**src/hw/rtl/lsdus_pkg.sv**
```systemverilog
package lsdus_pkg;

  // Drivers in the chain
  localparam int DRIVER_COUNT = 2;
  localparam int DRV_IDX_W    = (DRIVER_COUNT > 1) ? $clog2(DRIVER_COUNT) : 1;

  // Byte counter over one update: driver index plus nibble select
  localparam int BYTE_CNT_W   = DRV_IDX_W + 1;

  // Acknowledge bits that belong to the chain
  localparam logic [7:0] ALL_MASK = 8'((16'd1 << DRIVER_COUNT) - 16'd1);

  // Reset value of the hold register and counter
  localparam logic [15:0] HOLD_RESET = 16'd10;

  typedef enum logic [1:0] {
    REQ_WRITE = 2'd0,
    REQ_DONE  = 2'd1,
    REQ_ACK   = 2'd2,
    REQ_TICK  = 2'd3
  } req_t;

  typedef enum logic [1:0] {
    PH_RESET_WAIT = 2'd0,
    PH_IDLE       = 2'd1,
    PH_SENDING    = 2'd2,
    PH_CHECKING   = 2'd3
  } phase_t;

  typedef enum logic [1:0] {
    ST_IDLE   = 2'd0,
    ST_EXEC   = 2'd1,
    ST_EMIT   = 2'd2,
    ST_STATUS = 2'd3
  } ctrl_state_t;

  typedef struct packed {
    logic [1:0] req_type;
    logic [2:0] driver_index;
    logic [7:0] led_byte;
    logic [7:0] ack_low_mask;
  } in_item_t;

  typedef struct packed {
    logic [7:0] tx_byte;
    logic       byte_valid;
    logic       last_result;
    logic       reset_active;
    logic [1:0] phase;
  } out_item_t;

  // Controller to datapath
  typedef struct packed {
    logic load;
    logic exec;
    logic emit_byte;
    logic emit_status;
  } dp_cmd_t;

  // Datapath to controller
  typedef struct packed {
    logic will_start;
    logic last_byte;
    logic slot_free;
  } dp_status_t;

endpackage

```
**src/hw/rtl/lsdus_ctrl.sv**
```systemverilog
module lsdus_ctrl
  import lsdus_pkg::*;
(
  input  logic       clk,
  input  logic       rst,
  input  logic       in_valid,
  output logic       in_ready,
  input  dp_status_t status,
  output dp_cmd_t    cmd
);

  ctrl_state_t state, state_next;

  always_ff @(posedge clk) begin
    if (rst) begin
      state <= ST_IDLE;
    end else begin
      state <= state_next;
    end
  end

  // Next state
  always_comb begin
    state_next = state;
    unique case (state)
      ST_IDLE: begin
        if (in_valid) state_next = ST_EXEC;
      end
      ST_EXEC: begin
        state_next = status.will_start ? ST_EMIT : ST_STATUS;
      end
      ST_EMIT: begin
        if (status.slot_free && status.last_byte) state_next = ST_IDLE;
      end
      ST_STATUS: begin
        if (status.slot_free) state_next = ST_IDLE;
      end
      default: state_next = ST_IDLE;
    endcase
  end

  // Outputs
  always_comb begin
    in_ready         = (state == ST_IDLE);
    cmd.load         = (state == ST_IDLE) && in_valid;
    cmd.exec         = (state == ST_EXEC);
    cmd.emit_byte    = (state == ST_EMIT) && status.slot_free;
    cmd.emit_status  = (state == ST_STATUS) && status.slot_free;
  end

endmodule

```
**src/hw/rtl/lsdus_dp.sv**
```systemverilog
module lsdus_dp
  import lsdus_pkg::*;
(
  input  logic        clk,
  input  logic        rst,
  input  in_item_t    in_data,
  output logic        out_valid,
  input  logic        out_ready,
  output out_item_t   out_data,
  input  logic        cfg_we,
  input  logic [15:0] cfg_wdata,
  input  dp_cmd_t     cmd,
  output dp_status_t  status
);

  in_item_t              item;
  logic [15:0]           hold_ticks;
  phase_t                phase_reg;
  logic [15:0]           hold_counter;
  logic [7:0]            ack_bits;
  logic                  update_pending;
  logic [7:0]            led_store [DRIVER_COUNT];
  logic                  reset_line;
  logic [BYTE_CNT_W-1:0] byte_cnt;

  logic                  idx_ok;
  logic [DRV_IDX_W-1:0]  tx_idx;
  logic                  tx_high;
  logic [7:0]            tx_led;
  logic [2:0]            tx_addr;
  logic [7:0]            tx_byte;

  // Item latch
  always_ff @(posedge clk) begin
    if (cmd.load) item <= in_data;
  end

  // Config register
  always_ff @(posedge clk) begin
    if (rst) begin
      hold_ticks <= HOLD_RESET;
    end else if (cfg_we) begin
      hold_ticks <= cfg_wdata;
    end
  end

  assign idx_ok = (32'(item.driver_index) < DRIVER_COUNT);

  // Tick that kicks off a transmission
  assign status.will_start = (item.req_type == REQ_TICK) &&
                             ((phase_reg == PH_RESET_WAIT && hold_counter <= 16'd1) ||
                              (phase_reg == PH_IDLE && update_pending));

  // Sequencer state update
  always_ff @(posedge clk) begin
    if (rst) begin
      phase_reg      <= PH_RESET_WAIT;
      hold_counter   <= HOLD_RESET;
      ack_bits       <= '0;
      update_pending <= 1'b0;
      reset_line     <= 1'b1;
      byte_cnt       <= '0;
      for (int i = 0; i < DRIVER_COUNT; i++) led_store[i] <= '0;
    end else begin
      if (cmd.exec) begin
        unique case (req_t'(item.req_type))
          REQ_WRITE: begin
            if (idx_ok) begin
              led_store[item.driver_index[DRV_IDX_W-1:0]] <= item.led_byte;
              update_pending <= 1'b1;
            end
          end
          REQ_DONE: begin
            if (phase_reg == PH_SENDING) phase_reg <= PH_CHECKING;
          end
          REQ_ACK: begin
            ack_bits <= ack_bits | (item.ack_low_mask & ALL_MASK);
          end
          REQ_TICK: begin
            unique case (phase_reg)
              PH_CHECKING: begin
                if (ack_bits == ALL_MASK) begin
                  ack_bits  <= '0;
                  phase_reg <= PH_IDLE;
                end else begin
                  reset_line   <= 1'b1;
                  phase_reg    <= PH_RESET_WAIT;
                  hold_counter <= hold_ticks;
                end
              end
              PH_RESET_WAIT: begin
                if (hold_counter <= 16'd1) begin
                  hold_counter <= '0;
                  reset_line   <= 1'b0;
                end else begin
                  hold_counter <= hold_counter - 16'd1;
                end
              end
              PH_IDLE, PH_SENDING: begin
              end
              default: begin
              end
            endcase
            if (status.will_start) begin
              update_pending <= 1'b0;
              ack_bits       <= '0;
              phase_reg      <= PH_SENDING;
              byte_cnt       <= '0;
            end
          end
          default: begin
          end
        endcase
      end else if (cmd.emit_byte) begin
        byte_cnt <= byte_cnt + BYTE_CNT_W'(1);
      end
    end
  end

  // Framed byte: LED nibble in the top half, address and start bit below
  assign tx_idx  = byte_cnt[BYTE_CNT_W-1:1];
  assign tx_high = byte_cnt[0];
  assign tx_led  = led_store[tx_idx];
  assign tx_addr = 3'(tx_idx);
  assign tx_byte = tx_high ? {tx_led[7:4], tx_addr, 1'b1} : {tx_led[3:0], tx_addr, 1'b1};

  assign status.last_byte = tx_high && (32'(tx_idx) == DRIVER_COUNT - 1);
  assign status.slot_free = !out_valid || out_ready;

  // Output register
  always_ff @(posedge clk) begin
    if (rst) begin
      out_valid <= 1'b0;
    end else if (cmd.emit_byte || cmd.emit_status) begin
      out_valid <= 1'b1;
    end else if (out_ready) begin
      out_valid <= 1'b0;
    end
  end

  always_ff @(posedge clk) begin
    if (cmd.emit_byte) begin
      out_data.tx_byte      <= tx_byte;
      out_data.byte_valid   <= 1'b1;
      out_data.last_result  <= status.last_byte;
      out_data.reset_active <= reset_line;
      out_data.phase        <= phase_reg;
    end else if (cmd.emit_status) begin
      out_data.tx_byte      <= '0;
      out_data.byte_valid   <= 1'b0;
      out_data.last_result  <= 1'b1;
      out_data.reset_active <= reset_line;
      out_data.phase        <= phase_reg;
    end
  end

endmodule

```
**src/hw/rtl/led_serial_driver_update_sequencer.sv**
```systemverilog
// An accepted item is latched, executed in the EXEC state, then its result is
// registered into the output from the EMIT or STATUS state; one item at a time.
// A status item gives one status beat, an update tick 2*DRIVER_COUNT byte beats,
// one byte per cycle from the emit sequencer while the output is not stalled.
// Reset (rst, synchronous): reset wait phase, driver reset line asserted,
// hold register and counter at 10, LED bytes, acks and pending flag cleared.
module led_serial_driver_update_sequencer
  import lsdus_pkg::*;
(
  input  logic        clk,
  input  logic        rst,
  input  logic        in_valid,
  output logic        in_ready,
  input  in_item_t    in_data,
  output logic        out_valid,
  input  logic        out_ready,
  output out_item_t   out_data,
  input  logic        cfg_we,
  input  logic [15:0] cfg_wdata
);

  dp_cmd_t    cmd;
  dp_status_t status;

  lsdus_ctrl u_ctrl (
    .clk      (clk),
    .rst      (rst),
    .in_valid (in_valid),
    .in_ready (in_ready),
    .status   (status),
    .cmd      (cmd)
  );

  lsdus_dp u_dp (
    .clk       (clk),
    .rst       (rst),
    .in_data   (in_data),
    .out_valid (out_valid),
    .out_ready (out_ready),
    .out_data  (out_data),
    .cfg_we    (cfg_we),
    .cfg_wdata (cfg_wdata),
    .cmd       (cmd),
    .status    (status)
  );

endmodule

```
**config.mk**
```make
export PLATFORM = sky130hd
export DESIGN_NAME = led_serial_driver_update_sequencer
export DESIGN_NICKNAME = d
export VERILOG_FILES = /design/src/hw/rtl/lsdus_pkg.sv /design/src/hw/rtl/lsdus_ctrl.sv /design/src/hw/rtl/lsdus_dp.sv /design/src/hw/rtl/led_serial_driver_update_sequencer.sv
export SDC_FILE = /design/constraint.sdc
export NUM_CORES = 1
export LEC_CHECK = 0
export ABC_AREA = 1
export BUFFER_PORTS_ARGS = -buffer_cell sky130_fd_sc_hd__buf_2
export CORE_ASPECT_RATIO = 0.5
export CORE_UTILIZATION = 56
export CTS_CLUSTER_DIAMETER = 150
export CTS_CLUSTER_SIZE = 16
export DETAILED_ROUTE_END_ITERATION = 16
export PLACE_DENSITY = 0.79
export SYNTH_ARGS = -nofsm -noshare
export SYNTH_HDL_FRONTEND = slang
export SYNTH_SLANG_ARGS = --single-unit
```
**constraint.sdc**
```tcl
create_clock -name clk -period 3 [get_ports clk]
set_input_delay 0 -clock clk [delete_from_list [all_inputs] [get_ports clk]]
set_output_delay 0 -clock clk [all_outputs]
set_load 0.02 [all_outputs]
```
==> results.cfg, run 1 <==
[run_status]
status = completed

[floorplan]
fp.dieH_um = 60.4
num_io_pins = 57
start_util_pct = 60.4
dieArea_um2 = 7180
die_w_um = 119
rows = 20
core_um2 = 6330

[power_and_ir_drop]
leakagePower_nw = 2.05
combPwrFrac_pct = 18.6
p_sw_uw = 913
power_frac_clock_pct = 35.9
p_seq_share_pct = 45.6
p_sw_share_pct = 28.2
peakVddDrop_v = 0.000449
p_int_mw = 2.32
power.density_nw_per_um2 = 677

[cells_and_area]
final_cells = 606
reg_top3 = u_dp.hold_counter x16, u_dp.hold_ticks x16, u_dp.led_store x16
layout.nets = 562
n_fill_cell = 420
final_core_util_pct = 75.4
stdcell_area_um2 = 4780
synthToLayoutAreaGrowth_pct = 25.0
antennaDiodeCount = 0
layout-drive-gt1-share_pct = 17.8

[timing]
fin_tns_setup_ps = 0
setup_slack_ps = 950
fin_crit_sh_pct = 68.3
fmax_mhz = 488
hold_violations = 0
finalCriticalPeriod_ps = 2050
setup_viol = 0
slew_violations = 0
worst_slew_margin_rel_pct = 66.5
grt_setup_unrepaired = no
skew_ps = 7.25
worst_pin_slew_ps = 503

[place]
dp.cells = 558
hpwl_um = 4810
gp_congestion = 0.809
io_buffers = 48
dpl_worst_slack_ps = 988
placed_cell_area_um2 = 4140

[setup_path]
r2r_end = u_dp.hold_counter[3]
rr_startpoint = u_dp.hold_counter[0]
critPathLaunchType = flop
cp_max_fo = 11
reg2reg_setup_slack_ps = 950
required_ps = 3280
crit_type = flop to flop
ff2ff_path_depth = 11
endpoint_kind = flop
crit_arrival_ps = 2330

[hold_path]
hold_depth = 2
hold_class = input port to flop
hold_path_end = u_dp.hold_counter[4]
hp-start = rst

[global_route]
gr-max-usage-layer = met2
grt_use_total_pct = 23.6
gr-total-overflow = 0
use_met3_pct = 7.89
grt_use_met1_pct = 28.3
grt_pass1_wl_um = 12900
antenna_found_initial = 0
grtUsageMet2_pct = 41.5
grt_pass1_vias = 2866
grt_max_degree = 35

[routing]
wl_per_cell_um = 12.6
drc = 0
drt-total-wl_um = 7620
vias_per_cell = 5.11
ant_nets = 0
drtIter0Drc = 169
vias = 3099
drtPass1Iterations = 4

[yosys]
synth.ff_latch_count = 86
synth.avg_cell_area_um2 = 8.89
async_reset_ff_share_pct = 0
netlist.top_cell.by_area = edfxtp_1
synthTopCellsByCount = nor2_1, nand2_1, dfxtp_1
synth_edf_count = 41
ys_top_cells_by_area = edfxtp_1, dfxtp_1, nor2_1
ys.flop_type = dfxtp_1
netlist.area_leader.share_pct = 32.2
syn_inst = 430
yosysWarnings = 0
ys_seq_area_share_pct = 55.8
ys_types = 39
synth.most_common_cell = nor2_1
syn_area_um2 = 3820

[clocking]
htree_levels = 3
cts_setup_buffers = 0
cts_made_buffers = 9
root_buffer = clkbuf_16
hold_buffers = 32
cts_resized = 0
clk_pin_slew_ps = 60
cts_tree = yes
clock_latency_ps = 340
cts_buffer_depth = 2
cts_sinks = 86

[run]
maxCapViolCount = 0
## metal layers
metal,vias up,wire length [um]
met1,1407,3430
met2,81,3650
met5,-,0
li1,1595,-
met3,16,392
met4,0,159
## layout make-up
class / count / area [um2] / area share (%)
inverters: 43 / 161 / 3.38
multi-input cells: 288 / 1460 / 30.5
repair buffers: 85 / 598 / 12.5
well taps: 88 / 110 / 2.31
clock buffers: 10 / 229 / 4.79
clock inverters: 6 / 86.3 / 1.81
flip-flops and latches: 86 / 2130 / 44.6
## how the worst max path moves through the flow
stage,startpoint,end,slack [ps],cells past startpoint
CTS,u_dp.item[20],u_dp.led_store[0][1],940,5
global route,u_dp.hold_counter[0],u_dp.hold_counter[3],760,11
global placement,u_dp.hold_counter[0],u_dp.hold_counter[3],1050,11
finish,u_dp.hold_counter[0],u_dp.hold_counter[3],950,11
detailed placement,u_dp.item[20],u_dp.led_store[0][3],990,5
floorplan,u_ctrl.state[1],u_dp.item[0],930,1
## kinds of logic (layout without fill, tap and decap cells)
kind of cell,Yosys count,after routing,synth area share [%]
and+or+nand+nor,180,180,20.3
buffers and inverters,57,144,6.25
AOI/OAI and AO/OA,91,91,13.4
adders and majority gates,7,7,2.29
DFF,86,86,55.8
muxes,1,1,0.262
xor gates and xnor gates,7,7,1.60
other,1,2,0.0981
## power groups by stage
stage               sequential [mW]  combinational (mW)  clock (mW)
floorplan                      1.51               0.380           0
global placement               1.49               0.552           0
detailed placement             1.49               0.561           0
CTS                            1.47               0.602        1.17
global route                   1.49               0.674        1.23
finish                         1.47               0.601        1.16
## critical path: stages (launching register included)
cell and delay, ps:
dfxtp_1 370, inv_1 100, ha_1 260, inv_1 80, nand2_1 60, nand2_1 70
nor2_1 60, a21oi_2 430, inv_1 190, o31ai_1 240, nand2_1 70, nand2_1 60
## layout by cell type (no fill, tap or decap), types with 2 or more instances in the layout
cell	n
o21ai_0	32
conb_1	2
a21oi_1	36
o31ai_1	3
o211ai_1	2
a221oi_2	3
o21ai_1	11
nor2_2	6
dfxtp_1	45
edfxtp_1	41
nor2_1	92
nand2_1	53
nor3_2	2
nand3_1	16
dlygate4sd3_1	32
xor2_1	3
bufinv_16	2
xnor2_1	4
buf_2	48
buf_4	5
clkbuf_16	9
inv_1	36
nand4_1	3
ha_1	7
inv_2	6
## metrics by stage
stage	power, mW	hold slack [ps]
final	3.24	11.0
after global routing	3.39	16.6
after CTS	3.24	7.77
after detailed placement	2.05	179
after global placement	2.04	177
after floorplan	1.89	98.9
Power figures use the tool's default switching activity.
==> run 2: changes to the inputs <==
--- a/config.mk
+++ b/config.mk
@@ -5,14 +5,14 @@
 export SDC_FILE = /design/constraint.sdc
 export NUM_CORES = 1
 export LEC_CHECK = 0
-export ABC_AREA = 1
+export ABC_AREA = 0
 export BUFFER_PORTS_ARGS = -buffer_cell sky130_fd_sc_hd__buf_2
 export CORE_ASPECT_RATIO = 0.5
-export CORE_UTILIZATION = 56
+export CORE_UTILIZATION = 57
 export CTS_CLUSTER_DIAMETER = 150
 export CTS_CLUSTER_SIZE = 16
 export DETAILED_ROUTE_END_ITERATION = 16
-export PLACE_DENSITY = 0.79
+export PLACE_DENSITY = 0.8
 export SYNTH_ARGS = -nofsm -noshare
 export SYNTH_HDL_FRONTEND = slang
 export SYNTH_SLANG_ARGS = --single-unit
==> constraint.sdc (replaced) <==
create_clock -name clk -period 1.9 [get_ports clk]
set_input_delay 0 -clock clk [delete_from_list [all_inputs] [get_ports clk]]
set_output_delay 0 -clock clk [all_outputs]
set_load 0.02 [all_outputs]
==> run 2 against run 1 <==
Final cell count shrank 7.8%. Fmax rose by 8.5%. Critical path depth is 6 lower. Clock power is 62% higher. Setup slack got worse by 940 ps. Clock skew is 3.2 ps higher. Wire length rose by 23%. Combinational power is 6.2% lower. Register-to-register slack got worse by 940 ps. Global-route usage increased by 4.2 points. Largest cell class unchanged.
==> results.cfg, run 2 <==
[timing]
finalCriticalPeriod_ps = 1890
holdWs_ps = 13.3
fmax_mhz = 530
grt_setup_unrepaired = yes
slew_violations = 0
skew_ps = 10.4
fin_crit_sh_pct = 99.4
fin_tns_setup_ps = 0
hold_violations = 0
setup_slack_ps = 11.6
setup_viol = 0

[power_and_ir_drop]
p_sw_mw = 1.10
p_int_mw = 3.48
combPwrFrac_pct = 12.3
power_frac_clock_pct = 41.1
p_seq_share_pct = 46.6
power.density_nw_per_um2 = 888
peakVddDrop_v = 0.00104
leakagePower_nw = 2.06
p_sw_share_pct = 24.0
total_power_mw = 4.59

[routing]
drt-total-wl_um = 9360
drc = 0
vias_per_cell = 5.82
drtIter0Drc = 345
ant_nets = 0
vias = 3253
drtPass1Iterations = 5
wl_per_cell_um = 16.7

[yosys]
async_reset_ff_share_pct = 0
yosysWarnings = 0
synthTopCellsByCount = dfxtp_1, edfxtp_1, nor2_1
netlist.area_leader.share_pct = 31.9
synth.ff_latch_count = 86
ys_types = 64
synth.most_common_cell = dfxtp_1
syn_area_um2 = 3860
netlist.top_cell.by_area = edfxtp_1
ys.flop_type = dfxtp_1
synth.avg_cell_area_um2 = 11.1
synth_edf_count = 41
ys_seq_area_share_pct = 55.3
ys_top_cells_by_area = edfxtp_1, dfxtp_1, mux2i_1
syn_inst = 348

[cells_and_area]
reg_top3 = u_dp.hold_counter x16, u_dp.hold_ticks x16, u_dp.led_store x16
final_cells = 559
synthToLayoutAreaGrowth_pct = 33.9
n_fill_cell = 364
final_core_util_pct = 81.9
layout-drive-gt1-share_pct = 28.9
layout_commonest_cell = buf_2
final_cell_mix = buf_2, dfxtp_1, edfxtp_1
antennaDiodeCount = 0
stdcell_area_um2 = 5170
layout.nets = 515

[global_route]
grt_pass1_vias = 3157
grt_pass1_wl_um = 14700
antenna_found_initial = 0
grt_max_degree = 30
grt_use_total_pct = 27.8
gr-total-overflow = 0

[run]
maxCapViolCount = 0

[place]
io_buffers = 48
hpwl_um = 6010
dpl_worst_slack_ps = -58.6
placed_cell_area_um2 = 4430
gp_congestion = 0.940
dp.cells = 508

[floorplan]
rows = 20
core_um2 = 6310
die_w_um = 118
dieArea_um2 = 7120
start_util_pct = 61.2
fp.dieH_um = 60.2
num_io_pins = 57

[setup_path]
crit_arrival_ps = 2100
cp_max_fo = 5
required_ps = 2110
critPathLaunchType = flop
crit_type = flop to flop
worstPathBufferInverterCount = 0
cp_cell_sequence = or4_1 -> nor2_2 -> nand2_1 -> a2111oi_0 -> a211oi_1
crit_family = simple AND/OR/NAND/NOR gates
cp_slowest_stage_delay_ps = 590
critPathSlowestCell = or4_1
endpoint_kind = flop

[clocking]
cts_sinks = 86
root_buffer = clkbuf_16
clk_pin_slew_ps = 70
cts_buffer_depth = 2
clock_latency_ps = 350
cts_made_buffers = 9
htree_levels = 3
cts_tree = yes

[hold_path]
hold_class = input port to flop

[run_status]
status = completed
==> run 2: worst paths after layout <==
| kind | start | endpoint | slack, ps | cells after the start |
|---|---|---|---|---|
| worst max register to register | u_dp.hold_counter[2] | u_dp.hold_counter[9] | 10 | 5 |
| worst max-delay path | u_dp.hold_counter[2] | u_dp.hold_counter[9] | 10 | 5 |
| worst min-delay path | rst | u_dp.byte_cnt[0] | 10 | 2 |
| worst min register to register | u_dp.out_data[4] | u_dp.out_data[4] | 440 | 2 |
==> run 2: power by group through the flow <==
stage                     clock network, mW  registers (mW)  logic [mW]
final                                  1.88            2.14       0.564
after global routing                   1.98            2.15       0.610
after CTS                              1.91            2.14       0.545
after detailed placement                  0            2.17       0.484
after global placement                    0            2.17       0.464
after floorplan                           0            2.19       0.270
==> run 2: logic make-up (layout without fill, tap and decap cells) <==
logic type | count (synthesis) | in the layout | share of synthesized area, %
flip-flops | 86 | 86 | 55.3
buffers and inverters | 29 | 151 | 3.37
multiplexers | 20 | 20 | 6.49
adder cells (fa/ha/maj) | 7 | 7 | 2.27
AND/OR/NAND/NOR | 135 | 135 | 19.6
AO/OA/AOI/OAI | 70 | 70 | 12.9
other | 1 | 2 | 0.0972
==> run 2: repair_timing <==
item | CTS | global route
hold buffers | 33 | 0
pin swaps | 2 | 2
buffers inserted | 1 | 0
endpoints found under the setup margin | 8 | 22
gates resized for setup | 4 | 16
hold endpoints to repair | 32 | 0
cloned | 0 | 1
==> run 2: routing by layer <==
layer,global-route usage [%],wire (um),up-vias,share of wire [%]
li1,-,-,1534,-
met1,30.8,3960,1551,42
met2,50.0,4640,139,50
met3,10.1,557,29,6.0
met4,11.4,197,0,2.1
met5,0,0,-,0
==> run 2: final cells by class <==
class | count | area (um2) | share of cell area, %
Clock buffer | 10 | 229 | 4.43
Clock inverter | 6 | 93.8 | 1.82
Inverter | 13 | 48.8 | 0.945
Multi-Input combinational cell | 234 | 1670 | 32.3
Sequential cell | 86 | 2140 | 41.4
Tap cell | 88 | 110 | 2.13
Timing Repair Buffer | 122 | 880 | 17.0
==> run 2: worst reg2reg max path, cell delays in order (launching register included) <==
cell and delay (ps):
dfxtp_1 370, or4_1 590, nor2_2 200, nand2_1 90, a2111oi_0 400, a211oi_1 100
==> run 3: changes to the inputs <==
--- a/config.mk
+++ b/config.mk
@@ -5,14 +5,14 @@
 export SDC_FILE = /design/constraint.sdc
 export NUM_CORES = 1
 export LEC_CHECK = 0
-export ABC_AREA = 0
+export ABC_AREA = 1
 export BUFFER_PORTS_ARGS = -buffer_cell sky130_fd_sc_hd__buf_2
 export CORE_ASPECT_RATIO = 0.5
-export CORE_UTILIZATION = 57
+export CORE_UTILIZATION = 56
 export CTS_CLUSTER_DIAMETER = 150
 export CTS_CLUSTER_SIZE = 16
 export DETAILED_ROUTE_END_ITERATION = 16
-export PLACE_DENSITY = 0.8
+export PLACE_DENSITY = 0.79
 export SYNTH_ARGS = -nofsm -noshare
 export SYNTH_HDL_FRONTEND = slang
 export SYNTH_SLANG_ARGS = --single-unit
==> run 3 against run 2 <==
Sequential power rose by 9%. Register-to-register slack improved by 150 ps. Worst hold slack got worse by 2.1 ps. Core utilization fell by 5.8 points. Wire length fell by 11%. Via count fell by 2.8%. Power rose by 9.6%. Critical path type unchanged. Largest cell class unchanged.
==> results.cfg, run 3 (synthesis gave the netlist of run 1 again) <==
[timing]
slew_violations = 0
setup_viol = 0
finalCriticalPeriod_ps = 1740
setup_slack_ps = 161
fin_tns_setup_ps = 0
fin_crit_sh_pct = 91.5
fmax_mhz = 575
hold_violations = 0
skew_ps = 5.27
grt_setup_unrepaired = no

[routing]
ant_nets = 0
drc = 0
drt-total-wl_um = 8360
drtPass1Iterations = 5
vias = 3162
vias_per_cell = 5.17
wl_per_cell_um = 13.7
drtIter0Drc = 189

[run]
maxCapViolCount = 0

[global_route]
gr-max-usage-layer = met2
grt_use_total_pct = 25.1
use_met3_pct = 7.24
grt_pass1_wl_um = 13300
grt_max_degree = 29
grt_pass1_vias = 2830
gr-total-overflow = 0
grt_use_met1_pct = 30.1
grtUsageMet2_pct = 43.7
antenna_found_initial = 0

[setup_path]
crit_type = flop to flop
worstPathBufferInverterCount = 2
cp_slowest_stage_delay_ps = 330
critPathSlowestCell = dfxtp_1
critPathLaunchType = flop
crit_family = simple AND/OR/NAND/NOR gates
cp_max_fo = 5
ff2ff_path_depth = 12
reg2reg_setup_slack_ps = 160
required_ps = 2180
crit_arrival_ps = 2020
endpoint_kind = flop
cp_cell_sequence = inv_1 -> ha_2 -> inv_1 -> nand2_1 -> nand2_1 -> nor2_4 -> nand3_2 -> nand4_1 -> nand2_2 -> nor2_2 -> nand2_1 -> a21oi_1
worst-path-stages = 12
path_common_cell = nand2_1

[clocking]
cts_setup_buffers = 0
cts_buffer_depth = 2
root_buffer = clkbuf_16
cts_sinks = 86
clock_latency_ps = 350
clk_pin_slew_ps = 60
htree_levels = 3
cts_made_buffers = 9
cts_tree = yes

[hold_path]
hold_depth = 2
hold_class = input port to flop

[floorplan]
die_w_um = 119
num_io_pins = 57
fp.dieH_um = 60.4
rows = 20
start_util_pct = 60.4
core_um2 = 6330
dieArea_um2 = 7180

[place]
hpwl_um = 4920
dp.cells = 563
placed_cell_area_um2 = 4180
io_buffers = 48
dpl_worst_slack_ps = 30.8
gp_congestion = 0.860

[cells_and_area]
n_fill_cell = 415
reg_top3 = u_dp.hold_counter x16, u_dp.hold_ticks x16, u_dp.led_store x16
final_cells = 612
synthToLayoutAreaGrowth_pct = 26.1
final_cell_mix = nor2_1, nand2_1, buf_2
layout_commonest_cell = nor2_1
antennaDiodeCount = 0
layout.nets = 568
stdcell_area_um2 = 4820
layout-drive-gt1-share_pct = 18.9

[power_and_ir_drop]
leakagePower_nw = 2.07
peakVddDrop_v = 0.000745
power.density_nw_per_um2 = 1040

[run_status]
status = completed
==> run 3: what timing repair did <==
action	CTS	global route
hold buffers	33	0
setup endpoints to repair	0	27
endpoints found under the hold margin	32	0
gates resized for setup	0	8
==> run 3: power by group <==
group | leakage (nW) | internal [mW] | switching (mW)
logic | 1.16 | 0.366 | 0.642
registers | 0.772 | 2.18 | 0.146
clock network | 0.135 | 1.01 | 0.689
total | 2.07 | 3.55 | 1.48
==> run 3: area by class of cell <==
| type | instances | area, um2 | share of cell area, % |
|---|---|---|---|
| sequential | 86 | 2130 | 44.2 |
| tap | 88 | 110 | 2.29 |
| clock buffer | 11 | 233 | 4.83 |
| clock inverter | 5 | 50.0 | 1.04 |
| inverter | 43 | 161 | 3.35 |
| timing repair buffer | 91 | 646 | 13.4 |
| multi-input combinational | 288 | 1490 | 30.8 |
==> run 3: metal layers <==
layer  wire length, um  vias up
met4               150        0
li1                  -     1604
met1              3670     1455
met5                 0        -
met3               396       14
met2              4150       89
==> run 3: worst paths after layout <==
kind	startpoint	to
worst max register to register	u_dp.hold_counter[0]	u_dp.ack_bits[1]
worst max-delay path	u_dp.hold_counter[0]	u_dp.ack_bits[1]
worst min register to register	u_dp.out_data[4]	u_dp.out_data[4]
worst min-delay path	rst	u_dp.hold_counter[4]
==> run 3: metrics by stage <==
| stage | total power [mW] | utilization (%) | hold slack [ps] |
|---|---|---|---|
| 2_1_floorplan | 2.99 | - | 98.9 |
| 3_3_place_gp | 3.24 | 66.0 | 177 |
| 3_5_place_dp | 3.26 | 66.0 | 178 |
| 4_1_cts | 5.00 | 75.7 | 3.41 |
| 5_1_grt | 5.26 | 76.1 | 15.7 |
| 6_report | 5.03 | 76.1 | 11.2 |
